[src/design/adc_average_escaped_framer_macros.svh]
// Assertion helpers shared by the design files.
`ifndef ADC_AVERAGE_ESCAPED_FRAMER_MACROS_SVH
`define ADC_AVERAGE_ESCAPED_FRAMER_MACROS_SVH
`ifndef SYNTHESIS
`define AAEF_ASSERT_IMP(lbl, ante, cons) \
  lbl: assert property (@(posedge clk_i) disable iff (!rst_ni) (ante) |-> (cons)) \
    else $error("aaef assertion failed");
`define AAEF_ASSERT_NEXT(lbl, ante, cons) \
  lbl: assert property (@(posedge clk_i) disable iff (!rst_ni) (ante) |=> (cons)) \
    else $error("aaef assertion failed");
`else
`define AAEF_ASSERT_IMP(lbl, ante, cons)
`define AAEF_ASSERT_NEXT(lbl, ante, cons)
`endif
`endif

[src/design/aaef_pkg.sv]
package aaef_pkg;

  localparam int unsigned CONV_W      = 10;
  localparam int unsigned SUM_W       = 14;
  localparam int unsigned CNT_W       = 4;
  localparam int unsigned IDX_W       = 2;
  localparam int unsigned BYTE_W      = 8;
  localparam int unsigned HI_W        = CONV_W - BYTE_W;
  localparam int unsigned CFG_IDX_W   = 2;
  localparam int unsigned QUEUE_DEPTH = 2;

  localparam logic [CFG_IDX_W-1:0] CFG_ESCAPE_BYTE = CFG_IDX_W'(0);
  localparam logic [CFG_IDX_W-1:0] CFG_END_BYTE    = CFG_IDX_W'(1);

  localparam logic [BYTE_W-1:0] ESCAPE_RESET = 8'd42;
  localparam logic [BYTE_W-1:0] END_RESET    = 8'd13;
  localparam logic [BYTE_W-1:0] TAIL_END     = 8'h00;
  localparam logic [BYTE_W-1:0] TAIL_ESCAPE  = 8'h01;

  typedef struct packed {
    logic [BYTE_W-1:0] low_byte;
    logic [BYTE_W-1:0] pack_byte;
    logic              frame_end;
  } aaef_job_t;

  typedef struct packed {
    logic full;
    logic nonempty;
  } aaef_qstat_t;

  typedef enum logic [2:0] {
    BK_LOW,
    BK_LOW_TAIL,
    BK_PACK,
    BK_PACK_TAIL,
    BK_END
  } aaef_phase_e;

  function automatic logic needs_escape(input logic [BYTE_W-1:0] b,
                                        input logic [BYTE_W-1:0] esc,
                                        input logic [BYTE_W-1:0] term);
    return (b == esc) || (b == term);
  endfunction

  function automatic logic [BYTE_W-1:0] tail_byte(input logic [BYTE_W-1:0] b,
                                                  input logic [BYTE_W-1:0] term);
    return (b == term) ? TAIL_END : TAIL_ESCAPE;
  endfunction

endpackage

[src/design/aaef_if.sv]
interface aaef_sample_if import aaef_pkg::*; ();
  logic              valid;
  logic              ready;
  logic [CONV_W-1:0] conversion;

  modport source (output valid, output conversion, input ready);
  modport sink   (input valid, input conversion, output ready);
endinterface

interface aaef_byte_if import aaef_pkg::*; ();
  logic              valid;
  logic              ready;
  logic [BYTE_W-1:0] out_byte;
  logic              run_last;

  modport source (output valid, output out_byte, output run_last, input ready);
  modport sink   (input valid, input out_byte, input run_last, output ready);
endinterface

interface aaef_cfg_if import aaef_pkg::*; ();
  logic                 valid;
  logic                 ready;
  logic [CFG_IDX_W-1:0] index;
  logic [BYTE_W-1:0]    data;

  modport source (output valid, output index, output data, input ready);
  modport sink   (input valid, input index, input data, output ready);
endinterface

[src/design/adc_average_escaped_framer.sv]
// Channel    Dir  Payload                         Transaction
// sample_i   in   conversion[9:0]                 one converter result
// cfg_i      in   index[1:0], data[7:0]           one register write
// byte_o     out  out_byte[7:0], run_last         one output byte
//
// A sample is taken every cycle while the job queue has room.
// Each average yields one to five bytes, one per cycle while the output
// is ready, so the byte sequencer of the back end sets the rate.
// A completed sum is held, queued, then loaded into the output register.
// Reset clears the accumulator, the frame position and the queue, and
// loads the escape and end bytes with 42 and 13. Output stalls fill the
// two-entry queue before sample input is held off.
module adc_average_escaped_framer import aaef_pkg::*; #(
  parameter int unsigned AVG_LEN        = 10,
  parameter int unsigned AVGS_PER_FRAME = 4
) (
  input  logic        clk_i,
  input  logic        rst_ni,
  aaef_sample_if.sink sample_i,
  aaef_cfg_if.sink    cfg_i,
  aaef_byte_if.source byte_o
);

  aaef_job_t   push_job, head_job;
  aaef_qstat_t qstat;
  logic        push, pop;

  aaef_front #(
    .AVG_LEN        (AVG_LEN),
    .AVGS_PER_FRAME (AVGS_PER_FRAME)
  ) u_front (
    .clk_i    (clk_i),
    .rst_ni   (rst_ni),
    .sample_i (sample_i),
    .qstat_i  (qstat),
    .push_o   (push),
    .job_o    (push_job)
  );

  aaef_queue u_queue (
    .clk_i   (clk_i),
    .rst_ni  (rst_ni),
    .push_i  (push),
    .job_i   (push_job),
    .pop_i   (pop),
    .head_o  (head_job),
    .qstat_o (qstat)
  );

  aaef_back u_back (
    .clk_i   (clk_i),
    .rst_ni  (rst_ni),
    .cfg_i   (cfg_i),
    .byte_o  (byte_o),
    .head_i  (head_job),
    .qstat_i (qstat),
    .pop_o   (pop)
  );

endmodule

[src/design/aaef_front.sv]
module aaef_front import aaef_pkg::*; #(
  parameter int unsigned AVG_LEN        = 10,
  parameter int unsigned AVGS_PER_FRAME = 4
) (
  input  logic        clk_i,
  input  logic        rst_ni,
  aaef_sample_if.sink sample_i,
  input  aaef_qstat_t qstat_i,
  output logic        push_o,
  output aaef_job_t   job_o
);

  // The reciprocal is rounded up with enough fraction bits to make the
  // quotient exact for every sum that fits the accumulator.
  localparam int unsigned SHIFT   = SUM_W + $clog2(AVG_LEN);
  localparam int unsigned RECIP_W = SHIFT + 1;
  localparam int unsigned PROD_W  = SUM_W + RECIP_W;
  localparam logic [RECIP_W-1:0] RECIP =
    RECIP_W'(((64'd1 << SHIFT) + 64'(AVG_LEN) - 64'd1) / 64'(AVG_LEN));
  localparam logic [CNT_W-1:0] CNT_LAST = CNT_W'(AVG_LEN - 1);
  localparam logic [IDX_W-1:0] IDX_LAST = IDX_W'(AVGS_PER_FRAME - 1);

  logic [SUM_W-1:0]  sum_q, sum_d, sum_next;
  logic [CNT_W-1:0]  cnt_q, cnt_d;
  logic              hold_valid_q, hold_valid_d;
  logic [SUM_W-1:0]  hold_sum_q, hold_sum_d;
  logic [IDX_W-1:0]  idx_q, idx_d;
  logic [BYTE_W-1:0] pack_q, pack_d, pack_next;
  logic [PROD_W-1:0] prod;
  logic [CONV_W-1:0] avg;
  logic              accept, complete, drain, frame_end;

  assign drain          = hold_valid_q && !qstat_i.full;
  assign sample_i.ready = !hold_valid_q || !qstat_i.full;
  assign accept         = sample_i.valid && sample_i.ready;
  assign sum_next       = sum_q + SUM_W'(sample_i.conversion);
  assign complete       = accept && (cnt_q == CNT_LAST);
  assign prod           = PROD_W'(hold_sum_q) * PROD_W'(RECIP);
  assign avg            = prod[SHIFT +: CONV_W];
  assign frame_end      = (idx_q == IDX_LAST);

  always_comb begin
    pack_next = pack_q;
    pack_next[{idx_q, 1'b0} +: HI_W] = avg[CONV_W-1 -: HI_W];
  end

  always_comb begin
    sum_d        = sum_q;
    cnt_d        = cnt_q;
    hold_valid_d = hold_valid_q;
    hold_sum_d   = hold_sum_q;
    idx_d        = idx_q;
    pack_d       = pack_q;
    if (drain) begin
      hold_valid_d = 1'b0;
      idx_d        = frame_end ? '0 : idx_q + IDX_W'(1);
      pack_d       = frame_end ? '0 : pack_next;
    end
    if (accept) begin
      if (complete) begin
        sum_d        = '0;
        cnt_d        = '0;
        hold_valid_d = 1'b1;
        hold_sum_d   = sum_next;
      end else begin
        sum_d = sum_next;
        cnt_d = cnt_q + CNT_W'(1);
      end
    end
  end

  assign push_o          = drain;
  assign job_o.low_byte  = avg[BYTE_W-1:0];
  assign job_o.pack_byte = pack_next;
  assign job_o.frame_end = frame_end;

  always_ff @(posedge clk_i or negedge rst_ni) begin
    if (!rst_ni) begin
      sum_q        <= '0;
      cnt_q        <= '0;
      hold_valid_q <= 1'b0;
      idx_q        <= '0;
      pack_q       <= '0;
    end else begin
      sum_q        <= sum_d;
      cnt_q        <= cnt_d;
      hold_valid_q <= hold_valid_d;
      idx_q        <= idx_d;
      pack_q       <= pack_d;
    end
  end

  always_ff @(posedge clk_i) begin
    hold_sum_q <= hold_sum_d;
  end

endmodule

[src/design/aaef_queue.sv]
`include "adc_average_escaped_framer_macros.svh"

module aaef_queue import aaef_pkg::*; (
  input  logic        clk_i,
  input  logic        rst_ni,
  input  logic        push_i,
  input  aaef_job_t   job_i,
  input  logic        pop_i,
  output aaef_job_t   head_o,
  output aaef_qstat_t qstat_o
);

  localparam int unsigned PTR_W = $clog2(QUEUE_DEPTH);

  aaef_job_t        slot_q [QUEUE_DEPTH];
  logic [PTR_W-1:0] wr_q, wr_d, rd_q, rd_d;
  logic [PTR_W:0]   count_q, count_d;

  assign head_o           = slot_q[rd_q];
  assign qstat_o.full     = (count_q == (PTR_W + 1)'(QUEUE_DEPTH));
  assign qstat_o.nonempty = (count_q != '0);

  always_comb begin
    wr_d    = push_i ? wr_q + PTR_W'(1) : wr_q;
    rd_d    = pop_i ? rd_q + PTR_W'(1) : rd_q;
    count_d = count_q;
    case ({push_i, pop_i})
      2'b10:   count_d = count_q + (PTR_W + 1)'(1);
      2'b01:   count_d = count_q - (PTR_W + 1)'(1);
      default: count_d = count_q;
    endcase
  end

  always_ff @(posedge clk_i or negedge rst_ni) begin
    if (!rst_ni) begin
      wr_q    <= '0;
      rd_q    <= '0;
      count_q <= '0;
    end else begin
      wr_q    <= wr_d;
      rd_q    <= rd_d;
      count_q <= count_d;
    end
  end

  always_ff @(posedge clk_i) begin
    if (push_i) begin
      slot_q[wr_q] <= job_i;
    end
  end

  `AAEF_ASSERT_IMP(a_no_push_when_full, push_i, !qstat_o.full)
  `AAEF_ASSERT_IMP(a_no_pop_when_empty, pop_i, qstat_o.nonempty)
  `AAEF_ASSERT_IMP(a_count_bound, 1'b1, count_q <= (PTR_W + 1)'(QUEUE_DEPTH))

endmodule

[src/design/aaef_back.sv]
`include "adc_average_escaped_framer_macros.svh"

module aaef_back import aaef_pkg::*; (
  input  logic        clk_i,
  input  logic        rst_ni,
  aaef_cfg_if.sink    cfg_i,
  aaef_byte_if.source byte_o,
  input  aaef_job_t   head_i,
  input  aaef_qstat_t qstat_i,
  output logic        pop_o
);

  aaef_phase_e       phase_q, phase_d;
  logic [BYTE_W-1:0] esc_q, esc_d, end_q, end_d;
  logic              out_valid_q, out_valid_d;
  logic [BYTE_W-1:0] out_byte_q, byte_sel;
  logic              out_last_q, last_sel;
  logic              load, fin;
  aaef_phase_e       phase_sel;

  assign cfg_i.ready     = 1'b1;
  assign byte_o.valid    = out_valid_q;
  assign byte_o.out_byte = out_byte_q;
  assign byte_o.run_last = out_last_q;

  assign load = qstat_i.nonempty && (!out_valid_q || byte_o.ready);

  always_comb begin
    esc_d = esc_q;
    end_d = end_q;
    if (cfg_i.valid) begin
      case (cfg_i.index)
        CFG_ESCAPE_BYTE: esc_d = cfg_i.data;
        CFG_END_BYTE:    end_d = cfg_i.data;
        default:         ;
      endcase
    end
  end

  // The end-byte comparison wins when both configured bytes are equal.
  always_comb begin
    byte_sel  = end_q;
    last_sel  = 1'b0;
    fin       = 1'b0;
    phase_sel = BK_LOW;
    case (phase_q)
      BK_LOW: begin
        if (needs_escape(head_i.low_byte, esc_q, end_q)) begin
          byte_sel  = esc_q;
          phase_sel = BK_LOW_TAIL;
        end else begin
          byte_sel  = head_i.low_byte;
          last_sel  = !head_i.frame_end;
          fin       = !head_i.frame_end;
          phase_sel = head_i.frame_end ? BK_PACK : BK_LOW;
        end
      end
      BK_LOW_TAIL: begin
        byte_sel  = tail_byte(head_i.low_byte, end_q);
        last_sel  = !head_i.frame_end;
        fin       = !head_i.frame_end;
        phase_sel = head_i.frame_end ? BK_PACK : BK_LOW;
      end
      BK_PACK: begin
        if (needs_escape(head_i.pack_byte, esc_q, end_q)) begin
          byte_sel  = esc_q;
          phase_sel = BK_PACK_TAIL;
        end else begin
          byte_sel  = head_i.pack_byte;
          phase_sel = BK_END;
        end
      end
      BK_PACK_TAIL: begin
        byte_sel  = tail_byte(head_i.pack_byte, end_q);
        phase_sel = BK_END;
      end
      BK_END: begin
        byte_sel  = end_q;
        last_sel  = 1'b1;
        fin       = 1'b1;
        phase_sel = BK_LOW;
      end
      default: begin
        phase_sel = BK_LOW;
      end
    endcase
  end

  assign pop_o       = load && fin;
  assign phase_d     = load ? phase_sel : phase_q;
  assign out_valid_d = load ? 1'b1 : (out_valid_q && !byte_o.ready);

  always_ff @(posedge clk_i or negedge rst_ni) begin
    if (!rst_ni) begin
      phase_q     <= BK_LOW;
      esc_q       <= ESCAPE_RESET;
      end_q       <= END_RESET;
      out_valid_q <= 1'b0;
    end else begin
      phase_q     <= phase_d;
      esc_q       <= esc_d;
      end_q       <= end_d;
      out_valid_q <= out_valid_d;
    end
  end

  always_ff @(posedge clk_i) begin
    if (load) begin
      out_byte_q <= byte_sel;
      out_last_q <= last_sel;
    end
  end

  `AAEF_ASSERT_IMP(a_mid_run_has_head, phase_q != BK_LOW, qstat_i.nonempty)
  `AAEF_ASSERT_NEXT(a_pop_restarts, pop_o, phase_q == BK_LOW)
  `AAEF_ASSERT_NEXT(a_end_closes, load && (phase_q == BK_END), out_last_q && (out_byte_q == $past(end_q)))

endmodule

[src/flat_wrapper.sv]
// flat-port wrapper written by rule: the top's interface ports become plain ports
module adc_average_escaped_framer_flat import aaef_pkg::*;
#(
  parameter int unsigned AVG_LEN        = 10,
  parameter int unsigned AVGS_PER_FRAME = 4
)
  (clk_i, rst_ni, sample_i_valid, sample_i_conversion, sample_i_ready, cfg_i_valid, cfg_i_index, cfg_i_data, cfg_i_ready, byte_o_valid, byte_o_out_byte, byte_o_run_last, byte_o_ready);
  aaef_sample_if sample_i_i ();
  aaef_cfg_if cfg_i_i ();
  aaef_byte_if byte_o_i ();
  input  logic clk_i;
  input  logic rst_ni;
  input wire logic [$bits(sample_i_i.valid)-1:0] sample_i_valid;
  input wire logic [$bits(sample_i_i.conversion)-1:0] sample_i_conversion;
  output wire logic [$bits(sample_i_i.ready)-1:0] sample_i_ready;
  input wire logic [$bits(cfg_i_i.valid)-1:0] cfg_i_valid;
  input wire logic [$bits(cfg_i_i.index)-1:0] cfg_i_index;
  input wire logic [$bits(cfg_i_i.data)-1:0] cfg_i_data;
  output wire logic [$bits(cfg_i_i.ready)-1:0] cfg_i_ready;
  output wire logic [$bits(byte_o_i.valid)-1:0] byte_o_valid;
  output wire logic [$bits(byte_o_i.out_byte)-1:0] byte_o_out_byte;
  output wire logic [$bits(byte_o_i.run_last)-1:0] byte_o_run_last;
  input wire logic [$bits(byte_o_i.ready)-1:0] byte_o_ready;
  assign sample_i_i.valid = sample_i_valid;
  assign sample_i_i.conversion = sample_i_conversion;
  assign sample_i_ready = sample_i_i.ready;
  assign cfg_i_i.valid = cfg_i_valid;
  assign cfg_i_i.index = cfg_i_index;
  assign cfg_i_i.data = cfg_i_data;
  assign cfg_i_ready = cfg_i_i.ready;
  assign byte_o_valid = byte_o_i.valid;
  assign byte_o_out_byte = byte_o_i.out_byte;
  assign byte_o_run_last = byte_o_i.run_last;
  assign byte_o_i.ready = byte_o_ready;
  adc_average_escaped_framer #(.AVG_LEN(AVG_LEN), .AVGS_PER_FRAME(AVGS_PER_FRAME)) u_core (.clk_i(clk_i), .rst_ni(rst_ni), .sample_i(sample_i_i), .cfg_i(cfg_i_i), .byte_o(byte_o_i));
endmodule
[config.mk]
export PLATFORM = sky130hd
export DESIGN_NAME = adc_average_escaped_framer_flat
export DESIGN_NICKNAME = d
export VERILOG_FILES = /design/src/design/aaef_pkg.sv /design/src/design/aaef_if.sv /design/src/design/adc_average_escaped_framer.sv /design/src/design/aaef_front.sv /design/src/design/aaef_queue.sv /design/src/design/aaef_back.sv /design/src/flat_wrapper.sv
export VERILOG_INCLUDE_DIRS = /design/src /design/src/design
export SDC_FILE = /design/constraint.sdc
export NUM_CORES = 1
export LEC_CHECK = 0
export BUFFER_PORTS_ARGS = -buffer_cell sky130_fd_sc_hd__buf_2
export CAP_MARGIN = 20
export CORE_MARGIN = 2
export CORE_UTILIZATION = 60
export CTS_CLUSTER_SIZE = 28
export DETAILED_ROUTE_END_ITERATION = 7
export PLACE_DENSITY = 0.85
export SYNTH_ARGS = -nofsm -noshare
export SYNTH_HDL_FRONTEND = slang
export SYNTH_SLANG_ARGS = --single-unit
export TNS_END_PERCENT = 30
[constraint.sdc]
create_clock -name clk_i -period 8.4 [get_ports clk_i]
set_clock_uncertainty 0.1 [all_clocks]
set_input_delay 1.68 -clock clk_i [delete_from_list [all_inputs] [get_ports clk_i]]
set_output_delay 1.68 -clock clk_i [all_outputs]
set_load 0.005 [all_outputs]
==> impl_metrics.yaml <==
sta:
  timing.fmax_mhz: 160
  maxSlewHeadroom: 0.493
  worst_slew_pin_slew_ns: 0.752
  maxSlewViolCount: 0
  hold_viol_final: 0
  fin_setup_tns_ns: 0
  rsz0062_at_grt: "false"
  finalCritPeriodShare: 0.743
  finalSetupViolCount: 0
  period_minus_slack_ns: 6.24
die:
  row_count: 44
  die_width_um: 125
  num_io_pins: 37
  dieArea_um2: 15500
  fp.coreArea_um2: 14400
  die_y_um: 125
  start_util: 0.608
clocking:
  clock-sinks: 110
  cts.repair.resized: 0
  cts_root_buffer: "clkbuf_16"
  htree_levels: 3
  cts_made_buffers: 9
  post_cts_buffers: 0
  clk_pin_slew_ns: 0.07
  cts_tree: "built"
  cts_hold_buf: 0
  clockBufferDepth: 2
  clk_latency_ns: 0.36
synth:
  postSynthNetCount: 990
  synth_edf_count: 57
  netlist_area_um2: 8730
  avgSynthCellArea_um2: 11.1
  synth_seq_cells: 110
  yosys_warnings: 0
  seq_area_frac_synth: 0.349
  synthFlopType: "edfxtp_1"
  postSynth.asyncResetShare: 0.482
  ys_types: 58
  syn_inst: 788
pwr:
  p_leak_nw: 4.42
  ir_worst_vdd_mv: 0.193
  powerDensity_nw_per_um2: 361
layout:
  drive_above_1_share: 0.119
  n_fill_cell: 1056
  final_cell_mix: "151 x inv_1, 116 x ha_1, 61 x fa_1"
  final_common_cell: "inv_1"
  area_growth_pct: 7.49
  antennaDiodeCount: 0
  nets: 1026
  final_core_util: 0.653
drt:
  ant_nets: 0
  via_count: 5677
  drt_iter0_drc: 361
  postRouteWirelength_mm: 16.1
  viasPerCell: 5.60
  drc: 0
  dr.pass1.iters: 5
  wl_per_cell_um: 15.9
critical_path:
  cp-end-kind: "register"
  cpMaxStageDelayCell: "fa_1"
  worstReg2RegStart: "u_core.u_front.hold_sum_q[11]$_DFFE_PP_"
  reg2reg_depth: 17
  reg2reg_slack_ns: 2.16
  rr_endpoint: "u_core.u_queue.slot_q[1][4]$_DFFE_PP_"
  worstPathArrival_ns: 6.21
  timing.critical_path.from_type: "register"
  cp_max_fo: 8
  cpPeakStageDelay_ns: 0.57
  required_ns: 8.37
  crit_path_frequent_cell: "fa_1"
  crit_type: "reg2reg"
  crit_chain: "fa_1, inv_1, fa_1, fa_1, fa_1, inv_1, fa_1, fa_1, ha_1, a21oi_1, o21ai_0, o21ai_0, nand3_1, a21oi_1, o21bai_1, xnor2_1, o22ai_1"
place:
  globalplace.congestion: 0.930
  hpwl_mm: 12.9
  portBuffers: 35
global_routing:
  grt_start_max_net_pins: 54
  grt_pass1_wl_mm: 28.0
  antenna_found_initial: 0
  grt_pass1_vias: 5886
  grt.overflow.total: 0
  gr-usage-all-layers: 0.221
worst_hold_path:
  min_from: "u_core.u_front.sum_q[0]$_DFFE_PN0P_"
  hold_path_depth: 2
  whs_endpoint: "u_core.u_front.sum_q[0]$_DFFE_PN0P_"
  hp-class: "reg2reg"
flow_run:
  maxCapViolations: 0
run_status:
  status: "finished clean"
==> layout make-up <==
| type | count | area, um2 | share of cell area |
|---|---|---|---|
| clock buffers | 9 | 225 | 0.0240 |
| clock inverters | 7 | 75.1 | 0.00800 |
| inverters | 151 | 567 | 0.0604 |
| multi-input cells | 511 | 5020 | 0.535 |
| flip-flops and latches | 110 | 3050 | 0.324 |
| well taps | 184 | 230 | 0.0245 |
| repair buffers | 41 | 220 | 0.0235 |
==> where the power goes <==
| part | total [W] | leakage (nW) | switching, W | internal, W |
|---|---|---|---|---|
| clock network | 0.000417 | 0.144 | 0.000206 | 0.000211 |
| logic | 0.00202 | 3.12 | 0.00114 | 0.000882 |
| registers | 0.000955 | 1.15 | 0.000121 | 0.000834 |
==> layer usage <==
metal	global-route usage	vias up	part of all wire
li1	-	2734	-
met1	0.292	2784	0.44
met2	0.371	127	0.50
met3	0.0430	32	0.039
met4	0.0687	0	0.022
met5	0	-	0
==> how the worst max path moves through the flow <==
stage / from / endpoint / slack [ns]
3_5_place_dp: u_core.u_front.hold_sum_q[11]$_DFFE_PP_ / u_core.u_queue.slot_q[1][4]$_DFFE_PP_ / 2.25
2_1_floorplan: u_core.u_front.hold_sum_q[11]$_DFFE_PP_ / u_core.u_queue.slot_q[0][2]$_DFFE_PP_ / 2.90
3_3_place_gp: u_core.u_front.hold_sum_q[11]$_DFFE_PP_ / u_core.u_queue.slot_q[0][6]$_DFFE_PP_ / 2.41
6_report: u_core.u_front.hold_sum_q[11]$_DFFE_PP_ / u_core.u_queue.slot_q[1][4]$_DFFE_PP_ / 2.16
5_1_grt: u_core.u_front.hold_sum_q[11]$_DFFE_PP_ / u_core.u_queue.slot_q[1][4]$_DFFE_PP_ / 1.82
4_1_cts: u_core.u_front.hold_sum_q[11]$_DFFE_PP_ / u_core.u_queue.slot_q[1][4]$_DFFE_PP_ / 2.23
==> Yosys cell counts, types with 3 or more instances <==
master,instances,share of area
a21o_1,8,0.0069
nand4_1,3,0.0021
xnor2_1,52,0.052
o21ai_0,30,0.017
dfstp_2,6,0.018
fa_1,61,0.14
nor2b_1,4,0.0029
clkbuf_1,11,0.0047
o221ai_1,3,0.0030
nor4_1,9,0.0064
nor3b_1,3,0.0026
edfxtp_1,57,0.20
nor2_1,22,0.0095
ha_1,116,0.17
a221oi_1,5,0.0050
a22o_1,7,0.0070
dfrtp_1,47,0.13
mux2i_2,8,0.013
o22ai_1,7,0.0050
o31ai_1,9,0.0077
nand3b_1,5,0.0043
xor2_1,10,0.010
nand2_1,33,0.014
mux2i_1,14,0.016
inv_1,151,0.065
mux2_2,20,0.026
a21oi_1,21,0.012
nand3_1,8,0.0046
nor3_1,9,0.0052
or3_1,6,0.0043
nand2b_1,7,0.0050
==> cell families after synthesis <==
logic type               count (synthesis)  synth area share
buffers and inverters                  167            0.0759
flip-flops                             110             0.349
adder cells (fa/ha/maj)                177             0.306
XOR/XNOR                                62            0.0622
AO/OA/AOI/OAI                          107            0.0798
multiplexers                            42            0.0544
other                                    1          0.000429
AND/OR/NAND/NOR                        122            0.0725
==> stage by stage <==
step	hold slack, ns	cells	power [W]	cell area (um2)	setup slack, ns
finish	0.387	1013	0.00339	9390	2.16
global route	0.421	1013	0.00374	9390	1.82
floorplan	0.343	788	0.00250	8730	2.90
detailed placement	0.378	997	0.00294	9090	2.25
global placement	0.354	997	0.00285	9090	2.41
CTS	0.395	1013	0.00340	9390	2.23
==> flip-flops by register name, indices dropped and copies added, names as in the netlist <==
name	flops
u_core.u_front.cnt_q	4
u_core.u_back.byte_o.run_last	1
u_core.u_front.hold_valid_q	1
u_core.u_back.esc_q	8
u_core.u_back.phase_q	3
u_core.u_queue.slot_q	34
u_core.u_queue.count_q	2
u_core.u_back.byte_o.out_byte	8
u_core.u_back.byte_o.valid	1
u_core.u_back.end_q	8
u_core.u_queue.rd_q	1
u_core.u_front.pack_q	8
u_core.u_front.idx_q	2
u_core.u_queue.wr_q	1
u_core.u_front.sum_q	14
u_core.u_front.hold_sum_q	14
==> critical path, delay by kind of cell, from the launching register on <==
family	cells	cell delay, ns
AOI/OAI and AO/OA	6	1.25
and+or+nand+nor	1	0.18
adders and majority gates	7	3.38
xor gates and xnor gates	1	0.47
buffers and inverters	2	0.10
DFF	1	0.47
No activity file was read; power rests on OpenSTA's default activity.
